## src/rtl/mmsl_pkg.sv

```systemverilog
package mmsl_pkg;

    localparam int W      = 32;            // data word
    localparam int F      = 16;            // fraction bits
    localparam int IDXW   = 16;            // element index
    localparam int DIV_NB = W + F + 2;     // dividend magnitude bits
    localparam int SATW   = 2 * W + 4;     // headroom for saturation
    localparam int HSW    = 2 * W - F;     // half-step width

    typedef logic signed [W-1:0] t_word;

    localparam t_word WMAX = {1'b0, {(W-1){1'b1}}};
    localparam t_word WMIN = {1'b1, {(W-1){1'b0}}};

    localparam logic [1:0] CFG_TOL = 2'd0;
    localparam logic [1:0] CFG_WDE = 2'd1;
    localparam logic [1:0] CFG_THR = 2'd2;

    typedef struct packed {
        logic              start;
        logic              neg;
        logic [DIV_NB-1:0] num;
        logic [W-1:0]      den;
    } t_div_req;

    typedef struct packed {
        logic  busy;
        logic  done;
        t_word quot;
    } t_div_rsp;

    typedef struct packed {
        logic           start;
        logic [2*W-1:0] rad;
    } t_sqrt_req;

    typedef struct packed {
        logic         busy;
        logic         done;
        logic [W-1:0] root;
    } t_sqrt_rsp;

    function automatic t_word sat_w(input logic signed [SATW-1:0] v);
        t_word r;
        if (v > SATW'(WMAX)) begin
            r = WMAX;
        end else if (v < SATW'(WMIN)) begin
            r = WMIN;
        end else begin
            r = v[W-1:0];
        end
        return r;
    endfunction

    function automatic t_word sub_sat(input t_word a, input t_word b);
        logic signed [W:0] d;
        d = $signed({a[W-1], a}) - $signed({b[W-1], b});
        return sat_w(SATW'(d));
    endfunction

    function automatic t_word add_sat(input t_word a, input t_word b);
        logic signed [W:0] s;
        s = $signed({a[W-1], a}) + $signed({b[W-1], b});
        return sat_w(SATW'(s));
    endfunction

    // floor of the mean, arithmetic shift
    function automatic t_word avg_floor(input t_word a, input t_word b);
        logic signed [W:0] s;
        s = $signed({a[W-1], a}) + $signed({b[W-1], b});
        s = s >>> 1;
        return s[W-1:0];
    endfunction

    function automatic t_word minmod(input t_word a, input t_word b);
        t_word r;
        if (a > 0 && b > 0) begin
            r = (a < b) ? a : b;
        end else if (a < 0 && b < 0) begin
            r = (a > b) ? a : b;
        end else begin
            r = '0;
        end
        return r;
    endfunction

    function automatic logic over_tol(input t_word a, input t_word b,
                                      input logic [15:0] tol);
        logic signed [W:0] d;
        logic [W:0]        m;
        d = $signed({a[W-1], a}) - $signed({b[W-1], b});
        m = d[W] ? (W+1)'(-d) : (W+1)'(d);
        return m > (W+1)'(tol);
    endfunction

endpackage

```

## src/rtl/mmsl_div.sv

```systemverilog
module mmsl_div (
    input  logic                i_clk,
    input  logic                i_rst_n,
    input  mmsl_pkg::t_div_req  i_req,
    output mmsl_pkg::t_div_rsp  o_rsp
);
    import mmsl_pkg::*;

    localparam int CW = $clog2(DIV_NB);

    logic              r_busy;
    logic              r_done;
    logic [CW-1:0]     r_cnt;
    logic [DIV_NB-1:0] r_num;
    logic [DIV_NB-1:0] r_quo;
    logic [W-1:0]      r_rem;
    logic [W-1:0]      r_den;
    logic              r_neg;
    logic              r_dz;

    logic [W:0]        rem_sh;
    logic              fits;
    t_word             quot;

    assign rem_sh = {r_rem, r_num[DIV_NB-1]};
    assign fits   = rem_sh >= {1'b0, r_den};

    always_comb begin
        if (r_dz) begin
            quot = '0;
        end else if (r_neg) begin
            quot = (r_quo >= DIV_NB'({1'b0, WMIN})) ? WMIN : t_word'(-r_quo[W-1:0]);
        end else begin
            quot = (r_quo > DIV_NB'(WMAX)) ? WMAX : t_word'(r_quo[W-1:0]);
        end
    end

    assign o_rsp = '{busy: r_busy, done: r_done, quot: quot};

    always_ff @(posedge i_clk) begin
        if (!i_rst_n) begin
            r_busy <= 1'b0;
            r_done <= 1'b0;
            r_cnt  <= '0;
        end else begin
            r_done <= 1'b0;
            if (i_req.start) begin
                r_busy <= 1'b1;
                r_cnt  <= '0;
                r_num  <= i_req.num;
                r_den  <= i_req.den;
                r_neg  <= i_req.neg;
                r_dz   <= (i_req.den == '0);
                r_rem  <= '0;
                r_quo  <= '0;
            end else if (r_busy) begin
                // one quotient bit a cycle, restoring
                r_num <= {r_num[DIV_NB-2:0], 1'b0};
                r_quo <= {r_quo[DIV_NB-2:0], fits};
                r_rem <= fits ? W'(rem_sh - {1'b0, r_den}) : rem_sh[W-1:0];
                if (r_cnt == CW'(DIV_NB - 1)) begin
                    r_busy <= 1'b0;
                    r_done <= 1'b1;
                end else begin
                    r_cnt <= r_cnt + 1'b1;
                end
            end
        end
    end

    a_done_after_busy: assert property (@(posedge i_clk) disable iff (!i_rst_n)
        r_done |-> $past(r_busy))
        else $error("divider done without a run");

endmodule

```

## config.mk

```make
export PLATFORM = sky130hd
export DESIGN_NAME = mmsl_div
export DESIGN_NICKNAME = d
export VERILOG_FILES = /design/src/rtl/mmsl_pkg.sv /design/src/rtl/mmsl_div.sv
export SDC_FILE = /design/constraint.sdc
export NUM_CORES = 1
export LEC_CHECK = 0
export BUFFER_PORTS_ARGS = -buffer_cell sky130_fd_sc_hd__clkbuf_2
export CAP_MARGIN = 5
export CELL_PAD_IN_SITES_DETAIL_PLACEMENT = 0
export CELL_PAD_IN_SITES_GLOBAL_PLACEMENT = 1
export CORE_ASPECT_RATIO = 1.5
export CORE_MARGIN = 1
export CORE_UTILIZATION = 50
export CTS_BUF_LIST = sky130_fd_sc_hd__clkbuf_16
export CTS_CLUSTER_SIZE = 40
export DETAILED_ROUTE_END_ITERATION = 10
export PLACE_DENSITY = 0.85
export SYNTH_ARGS = -nofsm -noshare
export SYNTH_HDL_FRONTEND = slang
export SYNTH_SLANG_ARGS = --single-unit
```

## constraint.sdc

```tcl
create_clock -name i_clk -period 14.6 [get_ports i_clk]
set_clock_uncertainty 0.1 [all_clocks]
set_input_delay 4.38 -clock i_clk [delete_from_list [all_inputs] [get_ports i_clk]]
set_output_delay 4.38 -clock i_clk [all_outputs]
set_load 0.005 [all_outputs]
```

* After elaboration in Yosys (flattened, before gate mapping) *
Index checks and enable logic that the tools add are counted.

cells by class
  eq/ne operators = 1
  $add $sub $neg = 3
  mux-type cells = 13
  reductions and logical operators = 7
  order comparisons = 3
  bitwise operators = 3

operator list
  cell                                                                                   count
  32-bit 2-to-1 mux                                                                      6
  50-bit 2-to-1 mux                                                                      3
  50-bit by 32-bit greater-or-equal comparator with 1-bit output, second input constant  1
  50-bit by 31-bit greater-than comparator with 1-bit output, second input constant      1
  33-bit by 32-bit greater-or-equal comparator with 1-bit output                         1
  32-bit zero test                                                                       1
  32-bit negation                                                                        1
  32-bit subtractor                                                                      1
  6-bit by 1-bit adder with 6-bit output, second input constant                          1
  6-bit equality test, second input constant                                             1
  2-bit AND reduction                                                                    3
  1-bit 2-to-1 mux                                                                       4
  1-bit NOT                                                                              3
  3-bit OR reduction                                                                     1
  2-bit nonzero test                                                                     1
  2-bit OR reduction                                                                     1

word-level totals
  word-level logic and storage cells = 39
  input bits = 86
  register bits after elaboration = 174

* Longest topological paths before layout *
  word-level depth = 4
  gate-level depth with buffers = 13
  depth with buffers taken out = 11

* Worst setup path after synthesis *
No wires, ideal clock.

  path type = input to register
  start = input port i_req[83] (netlist bit)
  end = register r_num[0], enable pin
  setup slack = 6.068 ns
  library setup time = 0.502 ns
  stages = 3
  data arrival time = 7.930 ns
  path through = clkbuf_1 clkbuf_1 o21a_1

on the way
  cells in the longest elaborated chain, start to end = 2

ends and longest elaborated chain
  element                        line            source
  from (decl)                    mmsl_div.sv:4   input mmsl_pkg::t_div_req i_req,
  2-bit nonzero test (no line)   n/a
  2-bit AND reduction (no line)  n/a
  to (signal assigned)           mmsl_div.sv:50  r_num <= i_req.num;
  to (signal assigned)           mmsl_div.sv:58  r_num <= {r_num[DIV_NB-2:0], 1'b0};
  to (decl)                      mmsl_div.sv:14  logic [DIV_NB-1:0] r_num;

Every way passes these cells.
A chain may end at the register's enable or synchronous reset.

==> out/metrics.yaml <==
io_buffers: 119
cts_buffers: 17
grt_pass1_vias: 7048
drive_gt1_share_pct: 21.5
fmax_mhz: 122
setup_viol: 0
cts_sinks: 174
slew_headroom_pct: 27.0
cts_setup_buffers: 0
synthesis.area_um2: 9810
critPathLaunchType: "flip-flop"
drt_iter0_markers: 464
start_util_pct: 51.2
synth_ff_type: "edfxtp_1"
rrSetupSlack_ps: 10800
die_h_um: 174
synth-seq-cells: 174
finalCriticalPeriod_ps: 8190
cts_resized: 0
antenna_found_initial: 0
rr_worst_depth: 10
synth_warnings: 0
slew_viol_final: 0
placedInstanceArea_um2: 10600
drc: 0
synthTopCellsByArea: "edfxtp_1 51%, mux2_2 5.6%, ha_1 4.5%"
hp-start: "r_cnt[5]"
fillCellCount: 1667
root_buffer: "clkbuf_16"
fin_crit_sh_pct: 56.1
p_leak_nw: 4.35
synthCells: 921
grt_max_degree: 99
status: "finished clean"
cts_max_level: 4
crit_required_ps: 10120
async_reset_ff_share_pct: 0
worst_pin_slew_ps: 1100
cts_tree: "done"
worstHoldPathCells: 2
path_clk_slew_ps: 70
num_rows: 62
yosysTopAreaCell: "edfxtp_1"
r2r-end: "r_rem[12]"
hold_buffers: 0
gp_congestion: 0.839
nets: 1143
synth_cell_types: 61
drv_cap: 0
clock_latency_ps: 440
p_per_area_nw_per_um2: 115
seq_area_frac_synth_pct: 52.5
ir_drop_mv: 0.0815
r2r_start: "r_rem[9]"
die_area_um2: 20200
die_x_um: 116
worst_setup_path_end_kind: "output pin"
dp.cells: 1258
synth_edf_count: 166
arrival_ps: 3710
grt_usage_pct: 22.2
critPathKind: "flip-flop to output pin"
min_to: "r_done"
vias_per_cell: 5.65
clockBufferDepth: 2
grt_pass1_wl_mm: 34.7
io_pins: 120
hold_violations: 0
syn_to_final_growth_pct: 13.9
detail_route.first_pass.iterations: 5
netlist.area_leader.share_pct: 50.8
grt_overflow: 0
worstHoldPathType: "flip-flop to flip-flop"
rsz0062_at_grt: "false"
core-area_um2: 19200
vias: 7291
post_synth.cell_area_avg_um2: 10.6
final_cells: 1290
wl_mm: 21.5
fin_tns_setup_ps: 0
worstPathMaxFanout: 6
post_drt_wl_per_cell_um: 16.6
dp_hpwl_mm: 14.9
design_area_um2: 11200
antenna_cells: 0
syn-num-nets: 1043
antenna_left: 0
where the power goes:
part / switching, mW / internal, mW / total [mW] / leakage (nW)
Clock: 0.197 / 0.238 / 0.435 / 0.280
Combinational: 0.138 / 0.103 / 0.240 / 2.40
Sequential: 0.0211 / 0.593 / 0.614 / 1.66
Total: 0.356 / 0.933 / 1.29 / 4.35
flip-flops by register name (all words and copies together), names as in the netlist:
name and flops:
r_num 50, r_quo 50, r_den 32, r_rem 32, r_cnt 6, r_busy 1
r_done 1, r_dz 1, r_neg 1
how the worst max path moves through the flow:
stage | start | to | slack [ps] | cells past startpoint
floorplan | i_req[83] | r_num[0] | 6070 | 3
global placement | r_quo[0] | o_rsp[28] | 6920 | 10
detailed placement | r_quo[0] | o_rsp[30] | 6860 | 11
CTS | r_quo[0] | o_rsp[30] | 6390 | 11
global route | r_quo[0] | o_rsp[30] | 6250 | 11
finish | r_quo[0] | o_rsp[30] | 6410 | 11
critical path: stages (launching register included):
cell and delay (ps):
edfxtp_1 400, inv_1 100, ha_1 190, or3b_2 500
or4_4 470, or3_4 370, or3_4 380, or3_4 360
nor4_2 140, o21ai_1 90, a31oi_1 130, clkbuf_2 150
Yosys cell counts, drive strengths merged (4+ instances only):
cell	instances
edfxtp	166
nand2	78
nor2	70
a21oi	66
nor2b	55
inv	51
mux2	49
o21ai	41
clkbuf	35
ha	35
nor3	23
a21o	19
nand3	19
nor4	17
or3	17
a31oi	15
nand4	14
xor2	13
xnor2	12
a211oi	10
buf	8
dfxtp	8
or2	7
or4	7
a221oi	6
o311ai	6
and3	5
nand3b	5
o21a	5
o31ai	5
a22o	4
a31o	4
and4	4
nand2b	4
o21bai	4
final cells by class:
class | count | area [um^2] | area share [%]
Clock buffer | 19 | 475 | 4.26
Clock inverter | 13 | 87.6 | 0.784
Inverter | 51 | 191 | 1.71
Multi-Input combinational cell | 653 | 4310 | 38.6
Sequential cell | 174 | 5140 | 46.1
Tap cell | 256 | 320 | 2.87
Timing Repair Buffer | 124 | 636 | 5.69
placed cells by master, fill, tap and decap left out, types with 7 or more instances in the layout:
master,Yosys,layout
a211oi_1,10,10
a21o_1,19,19
a21oi_1,66,65
a31oi_1,15,15
clkbuf_16,0,19
clkbuf_2,0,118
dfxtp_1,8,8
edfxtp_1,166,166
ha_1,35,35
inv_1,50,52
mux2_2,49,49
nand2_1,78,78
nand3_1,19,19
nand4_1,14,14
nor2_1,70,70
nor2b_1,55,55
nor3_1,23,23
nor4_1,16,16
o21ai_0,38,38
or2_2,7,7
or3_1,14,14
xnor2_1,12,12
xor2_1,13,13
metrics by stage:
step           power, mW  worst slack, ps  hold slack, ps  utilization (%)
3_5_place_dp       0.864             6860             379             55.4
2_1_floorplan      0.799             6070             350                -
4_1_cts             1.30             6390             390             58.3
5_1_grt             1.35             6250             402             58.3
3_3_place_gp       0.862             6920             372             55.4
6_report            1.29             6410             390             58.3
cells by family (layout without fill, tap and decap cells):
| family | Yosys count | in the layout | synth area share, % |
|---|---|---|---|
| adders and majority gates | 36 | 36 | 4.67 |
| DFF | 174 | 174 | 52.5 |
| muxes | 52 | 52 | 5.93 |
| buffers and inverters | 94 | 207 | 3.67 |
| xor gates and xnor gates | 25 | 25 | 2.23 |
| AOI/OAI and AO/OA | 206 | 206 | 13.4 |
| and+or+nand+nor | 334 | 334 | 17.7 |
layer usage:
layer  wire length (um)  part of all wire, %  GRT usage [%]
met2              11500                   54           39.4
met5                  0                    0              0
met1               8890                   41           26.6
met4                462                  2.2           8.28
met3                612                  2.8           3.39
Power figures use the tool's default switching activity.
