$ cat src/rtl/mmsl_pkg.sv
package mmsl_pkg;

    localparam int W      = 32;            // data word
    localparam int F      = 16;            // fraction bits
    localparam int IDXW   = 16;            // element index
    localparam int DIV_NB = W + F + 2;     // dividend magnitude bits
    localparam int SATW   = 2 * W + 4;     // headroom for saturation
    localparam int HSW    = 2 * W - F;     // half-step width

    typedef logic signed [W-1:0] t_word;

    localparam t_word WMAX = {1'b0, {(W-1){1'b1}}};
    localparam t_word WMIN = {1'b1, {(W-1){1'b0}}};

    localparam logic [1:0] CFG_TOL = 2'd0;
    localparam logic [1:0] CFG_WDE = 2'd1;
    localparam logic [1:0] CFG_THR = 2'd2;

    typedef struct packed {
        logic              start;
        logic              neg;
        logic [DIV_NB-1:0] num;
        logic [W-1:0]      den;
    } t_div_req;

    typedef struct packed {
        logic  busy;
        logic  done;
        t_word quot;
    } t_div_rsp;

    typedef struct packed {
        logic           start;
        logic [2*W-1:0] rad;
    } t_sqrt_req;

    typedef struct packed {
        logic         busy;
        logic         done;
        logic [W-1:0] root;
    } t_sqrt_rsp;

    function automatic t_word sat_w(input logic signed [SATW-1:0] v);
        t_word r;
        if (v > SATW'(WMAX)) begin
            r = WMAX;
        end else if (v < SATW'(WMIN)) begin
            r = WMIN;
        end else begin
            r = v[W-1:0];
        end
        return r;
    endfunction

    function automatic t_word sub_sat(input t_word a, input t_word b);
        logic signed [W:0] d;
        d = $signed({a[W-1], a}) - $signed({b[W-1], b});
        return sat_w(SATW'(d));
    endfunction

    function automatic t_word add_sat(input t_word a, input t_word b);
        logic signed [W:0] s;
        s = $signed({a[W-1], a}) + $signed({b[W-1], b});
        return sat_w(SATW'(s));
    endfunction

    // floor of the mean, arithmetic shift
    function automatic t_word avg_floor(input t_word a, input t_word b);
        logic signed [W:0] s;
        s = $signed({a[W-1], a}) + $signed({b[W-1], b});
        s = s >>> 1;
        return s[W-1:0];
    endfunction

    function automatic t_word minmod(input t_word a, input t_word b);
        t_word r;
        if (a > 0 && b > 0) begin
            r = (a < b) ? a : b;
        end else if (a < 0 && b < 0) begin
            r = (a > b) ? a : b;
        end else begin
            r = '0;
        end
        return r;
    endfunction

    function automatic logic over_tol(input t_word a, input t_word b,
                                      input logic [15:0] tol);
        logic signed [W:0] d;
        logic [W:0]        m;
        d = $signed({a[W-1], a}) - $signed({b[W-1], b});
        m = d[W] ? (W+1)'(-d) : (W+1)'(d);
        return m > (W+1)'(tol);
    endfunction

endpackage

$ cat src/rtl/mmsl_sqrt.sv
module mmsl_sqrt (
    input  logic                i_clk,
    input  logic                i_rst_n,
    input  mmsl_pkg::t_sqrt_req i_req,
    output mmsl_pkg::t_sqrt_rsp o_rsp
);
    import mmsl_pkg::*;

    localparam int CW = $clog2(W);

    logic           r_busy;
    logic           r_done;
    logic [CW-1:0]  r_cnt;
    logic [2*W-1:0] r_rad;
    logic [W+2:0]   r_rem;
    logic [W-1:0]   r_root;

    logic [W+4:0]   rem_sh;
    logic [W+4:0]   trial;
    logic           fits;

    assign rem_sh = {r_rem[W+2:0], r_rad[2*W-1:2*W-2]};
    assign trial  = {3'b000, r_root, 2'b01};
    assign fits   = rem_sh >= trial;

    assign o_rsp = '{busy: r_busy, done: r_done, root: r_root};

    always_ff @(posedge i_clk) begin
        if (!i_rst_n) begin
            r_busy <= 1'b0;
            r_done <= 1'b0;
            r_cnt  <= '0;
        end else begin
            r_done <= 1'b0;
            if (i_req.start) begin
                r_busy <= 1'b1;
                r_cnt  <= '0;
                r_rad  <= i_req.rad;
                r_rem  <= '0;
                r_root <= '0;
            end else if (r_busy) begin
                // one root bit a cycle from each bit pair
                r_rad  <= {r_rad[2*W-3:0], 2'b00};
                r_rem  <= fits ? (W+3)'(rem_sh - trial) : rem_sh[W+2:0];
                r_root <= {r_root[W-2:0], fits};
                if (r_cnt == CW'(W - 1)) begin
                    r_busy <= 1'b0;
                    r_done <= 1'b1;
                end else begin
                    r_cnt <= r_cnt + 1'b1;
                end
            end
        end
    end

    a_done_after_busy: assert property (@(posedge i_clk) disable iff (!i_rst_n)
        r_done |-> $past(r_busy))
        else $error("root done without a run");

endmodule

$ cat config.mk
export PLATFORM = sky130hd
export DESIGN_NAME = mmsl_sqrt
export DESIGN_NICKNAME = d
export VERILOG_FILES = /design/src/rtl/mmsl_pkg.sv /design/src/rtl/mmsl_sqrt.sv
export SDC_FILE = /design/constraint.sdc
export NUM_CORES = 1
export LEC_CHECK = 0
export BUFFER_PORTS_ARGS = -buffer_cell sky130_fd_sc_hd__buf_2
export CELL_PAD_IN_SITES_DETAIL_PLACEMENT = 1
export CELL_PAD_IN_SITES_GLOBAL_PLACEMENT = 2
export CORE_MARGIN = 2
export CORE_UTILIZATION = 35
export DETAILED_ROUTE_END_ITERATION = 7
export MAX_ROUTING_LAYER = met4
export PLACE_DENSITY_LB_ADDON = 0.2
export SLEW_MARGIN = 10
export SYNTH_ARGS = -nofsm -noshare
export SYNTH_HDL_FRONTEND = slang
export SYNTH_SLANG_ARGS = --single-unit
$ cat constraint.sdc
create_clock -name i_clk -period 4.9 [get_ports i_clk]
set_input_delay 0.98 -clock i_clk [delete_from_list [all_inputs] [get_ports i_clk]]
set_output_delay 0.98 -clock i_clk [all_outputs]
set_load 0.01 [all_outputs]
# Word level (Yosys, flattened, before mapping)
# Cells that the tools add are included.
op_classes:
  n_bitwise: 3
  muxes: 9
  n_shift: 0
  multipliers: 0
  magnitude_cmp: 1
  n_reduce_logical: 5
  n_eq_ne: 1
  addsub: 2
  n_div: 0
ops:
  columns: ["cell", "count"]
  rows:
  - ["2-to-1 mux 64 bit", 2]
  - ["2-to-1 mux 35 bit", 2]
  - [">= comparator 37 x 34 -> 1 bit", 1]
  - ["subtractor 35 x 34 -> 35 bit", 1]
  - ["2-to-1 mux 32 bit", 1]
  - ["adder 5 x 1 -> 5 bit (second input constant)", 1]
  - ["equality test 5 bit (second input constant)", 1]
  - ["2-to-1 mux 1 bit", 4]
  - ["AND reduction 2 bit", 2]
  - ["NOT 1 bit", 3]
  - ["OR reduction 3 bit", 1]
  - ["nonzero test 2 bit", 1]
  - ["OR reduction 2 bit", 1]
word_totals:
  romBits: 0
  latch_bits: 0
  mem_bits_rw: 0
  n_memories: 0
  out_inout_bits: 34
  ff_bits: 138

# Logic depth before layout (Yosys ltp)
logic_depth:
  ltp_word: 4
  depth_mapped: 13
  ltp_nobuf: 11

# Worst setup path before layout
# No wires, ideal clock.
synth_timing:
  path_type: "input to register"
  startpoint: "in i_req[64] (netlist name)"
  endpoint: "reg r_rad[0] (enable)"
  path_buffers: 2
  cell_stages: 3
  setup_slack_ns: -0.190
  required_time_ns: 4.399
  t_arrival_ns: 4.589
  cell_sequence: "clkbuf_1 -> buf_1 -> o21a_1"
synth_via:
  elab_chain_cells: 2
synth_rtl:
  columns: ["element", "line_no", "source"]
  rows:
  - ["start, declared", "mmsl_sqrt.sv:4", "input mmsl_pkg::t_sqrt_req i_req,"]
  - ["nonzero test 2 bit (no source line)", null, null]
  - ["AND reduction 2 bit (no source line)", null, null]
  - ["end signal, assigned", "mmsl_sqrt.sv:38", "r_rad <= i_req.rad;"]
  - ["end signal, assigned", "mmsl_sqrt.sv:43", "r_rad <= {r_rad[2*W-3:0], 2'b00};"]
  - ["end, declared", "mmsl_sqrt.sv:14", "logic [2*W-1:0] r_rad;"]
# No other way between the ends.
# A chain may end at the register's enable or synchronous reset.

# Worst setup path in the final report
layout_timing:
  startpoint: "reg r_rem[9]"
  endpoint: "reg r_rem[24] (data pin)"
layout_via:
  elab_chain_cells: 3
  elab_cells_between_ends: 4
  classes_between: "add/sub (1); order compare (1); mux (2)"
layout_rtl:
  columns: ["element", "line_no", "source"]
  rows:
  - ["start, declared", "mmsl_sqrt.sv:15", "logic [W+2:0] r_rem;"]
  - ["start signal, assigned", "mmsl_sqrt.sv:44", "r_rem <= fits ? (W+3)'(rem_sh - trial) : rem_sh[W+2:0];"]
  - ["subtractor 35 x 34 -> 35 bit / >= comparator 37 x 34 -> 1 bit (equally long branches)", "mmsl_sqrt.sv:44, mmsl_sqrt.sv:24", null]
  - ["2-to-1 mux 35 bit *", "mmsl_sqrt.sv:44", null]
  - ["2-to-1 mux 35 bit *", "mmsl_sqrt.sv:41", "end else if (r_busy) begin"]
# Mark *: on every way between the ends. The rest lies on a longest branch, timed or not. The select of a mux whose other input is x is not followed.

==> flow_metrics.py <==
metrics = {
    "timing": {
        "fin_worst_skew_ps": 8.24,
        "fin_crit_sh": 0.760,
        "slew_viol_final": 0,
        "fmax_ghz": 0.269,
        "hold_viol": 0,
        "worstMarginPinSlew_ps": 727,
        "tns_ps": 0,
        "timing.final.crit_period_ps": 3720,
        "rsz0062_at_grt": "no",
        "setup_viol": 0,
        "max-slew-margin-rel": 0.513,
    },
    "place": {
        "io_buffers": 100,
        "gp_congestion": 0.851,
        "dpl.hpwl_mm": 12.9,
        "dpl-instance-area_um2": 8480,
    },
    "route": {
        "drc": 0,
        "drtIter0Drc": 212,
        "vias": 5409,
        "viasPerCell": 5.15,
        "wl_per_cell_um": 17.5,
        "final_antenna_net_count": 0,
        "drtPass1Iterations": 4,
        "drt-total-wl_mm": 18.3,
    },
    "synth": {
        "synth_top_family_by_area": "multiplexers",
        "synth_area_um2": 7720,
        "synth-compound-area-share": 0.108,
        "syn_inst": 665,
        "synth_area_per_cell_um2": 11.6,
        "yosysWarnings": 0,
        "synth_ff_type": "edfxtp_1",
        "synth_edf_count": 131,
        "ys_seq_area_frac": 0.528,
        "yosys.area_share.simple": 0.107,
        "synth_cell_types": 55,
        "syn_nets": 768,
        "synth-xor-area-share": 0.0363,
        "yosys_register_bits": 138,
        "postSynth.asyncResetShare": 0,
        "synth_mux_area_frac": 0.119,
        "synthAdderAreaFrac": 0.0584,
    },
    "cts": {
        "path_clk_slew_ps": 70,
        "cts-root-buf": "clkbuf_16",
        "cts_made_buffers": 17,
        "post_cts_buffers": 0,
        "cts.htree.levels": 4,
        "cts_resized": 0,
        "ctsHoldBuffers": 0,
        "clock-sinks": 138,
        "clock_latency_ps": 420,
        "cts_buffer_depth": 2,
        "cts_tree": "yes",
    },
    "die": {
        "die_area_um2": 23300,
        "die_x_um": 152,
        "start_util": 0.355,
        "core_um2": 21800,
        "rows": 54,
        "pin_count": 101,
        "die_y_um": 152,
    },
    "cells_and_area": {
        "nets": 859,
        "area_delta_synth_final_pct": 17.5,
        "multi_input_area_um2": 3320,
        "seq_area_um2": 4070,
        "n_fill_cell": 2418,
        "fin_util": 0.417,
        "drive_gt1_frac": 0.278,
        "fin_area_um2": 9060,
    },
    "power_and_ir_drop": {
        "p_sw_w": 0.00103,
        "power_frac_seq": 0.419,
        "p_clk_frac": 0.373,
        "p_sw_frac": 0.297,
        "intPower_w": 0.00244,
        "ir_worst_vdd_mv": 0.240,
        "pwr-share-comb": 0.209,
        "p_per_area_nw_per_um2": 384,
        "totalPowerFinal_w": 0.00348,
        "power.leakage_nw": 3.68,
    },
    "global_routing": {
        "overflow": 0,
        "antenna_found_initial": 1,
        "grt.total_usage": 0.171,
        "grt_pass1_vias": 5957,
        "grt_max_degree": 131,
        "grt_first_pass_wirelength_mm": 31.2,
    },
    "flow_run": {
        "drv_cap": 0,
    },
    "critical_path": {
        "crit_end": "r_rem[24]",
        "arrival_ps": 3880,
        "cp.required_ps": 5060,
        "reg2regPathDepth": 9,
        "worst_setup_path_end_kind": "flip-flop",
        "cp-start-kind": "flip-flop",
        "critPathLaunch": "r_rem[9]",
        "r2r-end": "r_rem[24]",
        "rrSetupSlack_ps": 1180,
        "worstPathMaxFanout": 20,
        "r2r_start": "r_rem[9]",
        "crit_type": "flip-flop to flip-flop",
    },
    "hold_path": {
        "hold_path.class": "flip-flop to flip-flop",
        "min_path_cells": 2,
    },
    "run_status": {
        "status": "finished, final reports clean",
    },
}
synthesized netlist by cell type (7+ instances only):
| library cell | n | share of area |
|---|---|---|
| clkbuf_1 | 17 | 0.0083 |
| a21o_1 | 10 | 0.0097 |
| mux2i_1 | 21 | 0.027 |
| inv_1 | 47 | 0.023 |
| mux2_2 | 62 | 0.090 |
| ha_1 | 36 | 0.058 |
| dfxtp_1 | 7 | 0.018 |
| nand2b_1 | 9 | 0.0073 |
| xnor2_1 | 19 | 0.022 |
| nor2_1 | 78 | 0.038 |
| o21a_1 | 8 | 0.0078 |
| nand4_1 | 8 | 0.0065 |
| edfxtp_1 | 131 | 0.51 |
| a21oi_1 | 36 | 0.023 |
| xor2_1 | 13 | 0.015 |
| and2_1 | 7 | 0.0057 |
| nand3_1 | 16 | 0.010 |
| nand2_1 | 24 | 0.012 |
| o21ai_0 | 20 | 0.013 |
stage by stage:
| stage | std cells | worst slack [ps] | hold slack (ps) |
|---|---|---|---|
| 4_1_cts | 1049 | 1080 | 505 |
| 5_1_grt | 1050 | 840 | 543 |
| 2_1_floorplan | 665 | 1140 | 432 |
| 6_report | 1051 | 1180 | 487 |
| 3_5_place_dp | 1017 | 1110 | 493 |
| 3_3_place_gp | 1017 | 1180 | 484 |
worst max-delay path, cell delays in order, from the launching register on:
cell      delay [ps]
edfxtp_1         390
ha_1             470
nand4_1          170
or4_4            570
a311oi_2         320
o31ai_2          170
o21ai_4          630
buf_4            440
mux2i_1          240
nor2_1            50
cell usage in the layout (no fill, tap or decap), drive strengths merged, types with 6 or more instances in the layout:
| master | count |
|---|---|
| inv | 56 |
| dfxtp | 7 |
| ha | 36 |
| nand4 | 8 |
| xnor2 | 19 |
| buf | 104 |
| nor2 | 78 |
| mux2i | 21 |
| o21ai | 21 |
| o211ai | 6 |
| xor2 | 13 |
| a211oi | 9 |
| nand3 | 16 |
| and2 | 7 |
| nor3 | 6 |
| clkbuf | 17 |
| a21o | 10 |
| a21oi | 36 |
| o21a | 8 |
| mux2 | 63 |
| nand2 | 24 |
| nand2b | 9 |
| edfxtp | 131 |
cells by family (layout without fill, tap and decap cells):
| group | count (synthesis) | count (layout) |
|---|---|---|
| adders and majority gates | 36 | 36 |
| AOI/OAI and AO/OA | 122 | 122 |
| and+or+nand+nor | 174 | 174 |
| muxes | 84 | 84 |
| buffers and inverters | 79 | 183 |
| DFF | 138 | 138 |
| xor gates and xnor gates | 32 | 32 |
| other | 0 | 2 |
per-layer routing:
layer	track usage	part of all wire	wire length [um]
met5	-	0	0
met4	0.0481	0.014	258
met3	0.0506	0.061	1120
met2	0.270	0.47	8630
met1	0.213	0.45	8330
power by group through the flow:
| stage | combinational, W | sequential, W | clock [W] |
|---|---|---|---|
| finish | 0.000726 | 0.00146 | 0.00130 |
| floorplan | 0.000538 | 0.00147 | 0 |
| global route | 0.000818 | 0.00147 | 0.00138 |
| CTS | 0.000737 | 0.00146 | 0.00133 |
| global placement | 0.000719 | 0.00148 | 0 |
| detailed placement | 0.000732 | 0.00148 | 0 |
worst min-delay path by stage:
stage	end	start
final	r_done	r_busy
after global routing	r_done	r_busy
after CTS	r_done	r_busy
after detailed placement	r_done	r_busy
after global placement	r_done	r_busy
after floorplan	r_done	r_busy
final cells by class:
class,instances,share of cell area
antenna,2,0.000552
multi-input combinational,448,0.366
inverter,47,0.0195
clock inverter,15,0.0170
sequential,138,0.449
clock buffer,17,0.0469
tap,280,0.0386
timing repair buffer,104,0.0616
flip-flops by register name, summed over array words and instances (netlist names):
name,flops
r_rad,64
r_rem,35
r_root,32
r_cnt,5
r_busy,1
r_done,1
No activity file was read; power rests on OpenSTA's default activity.
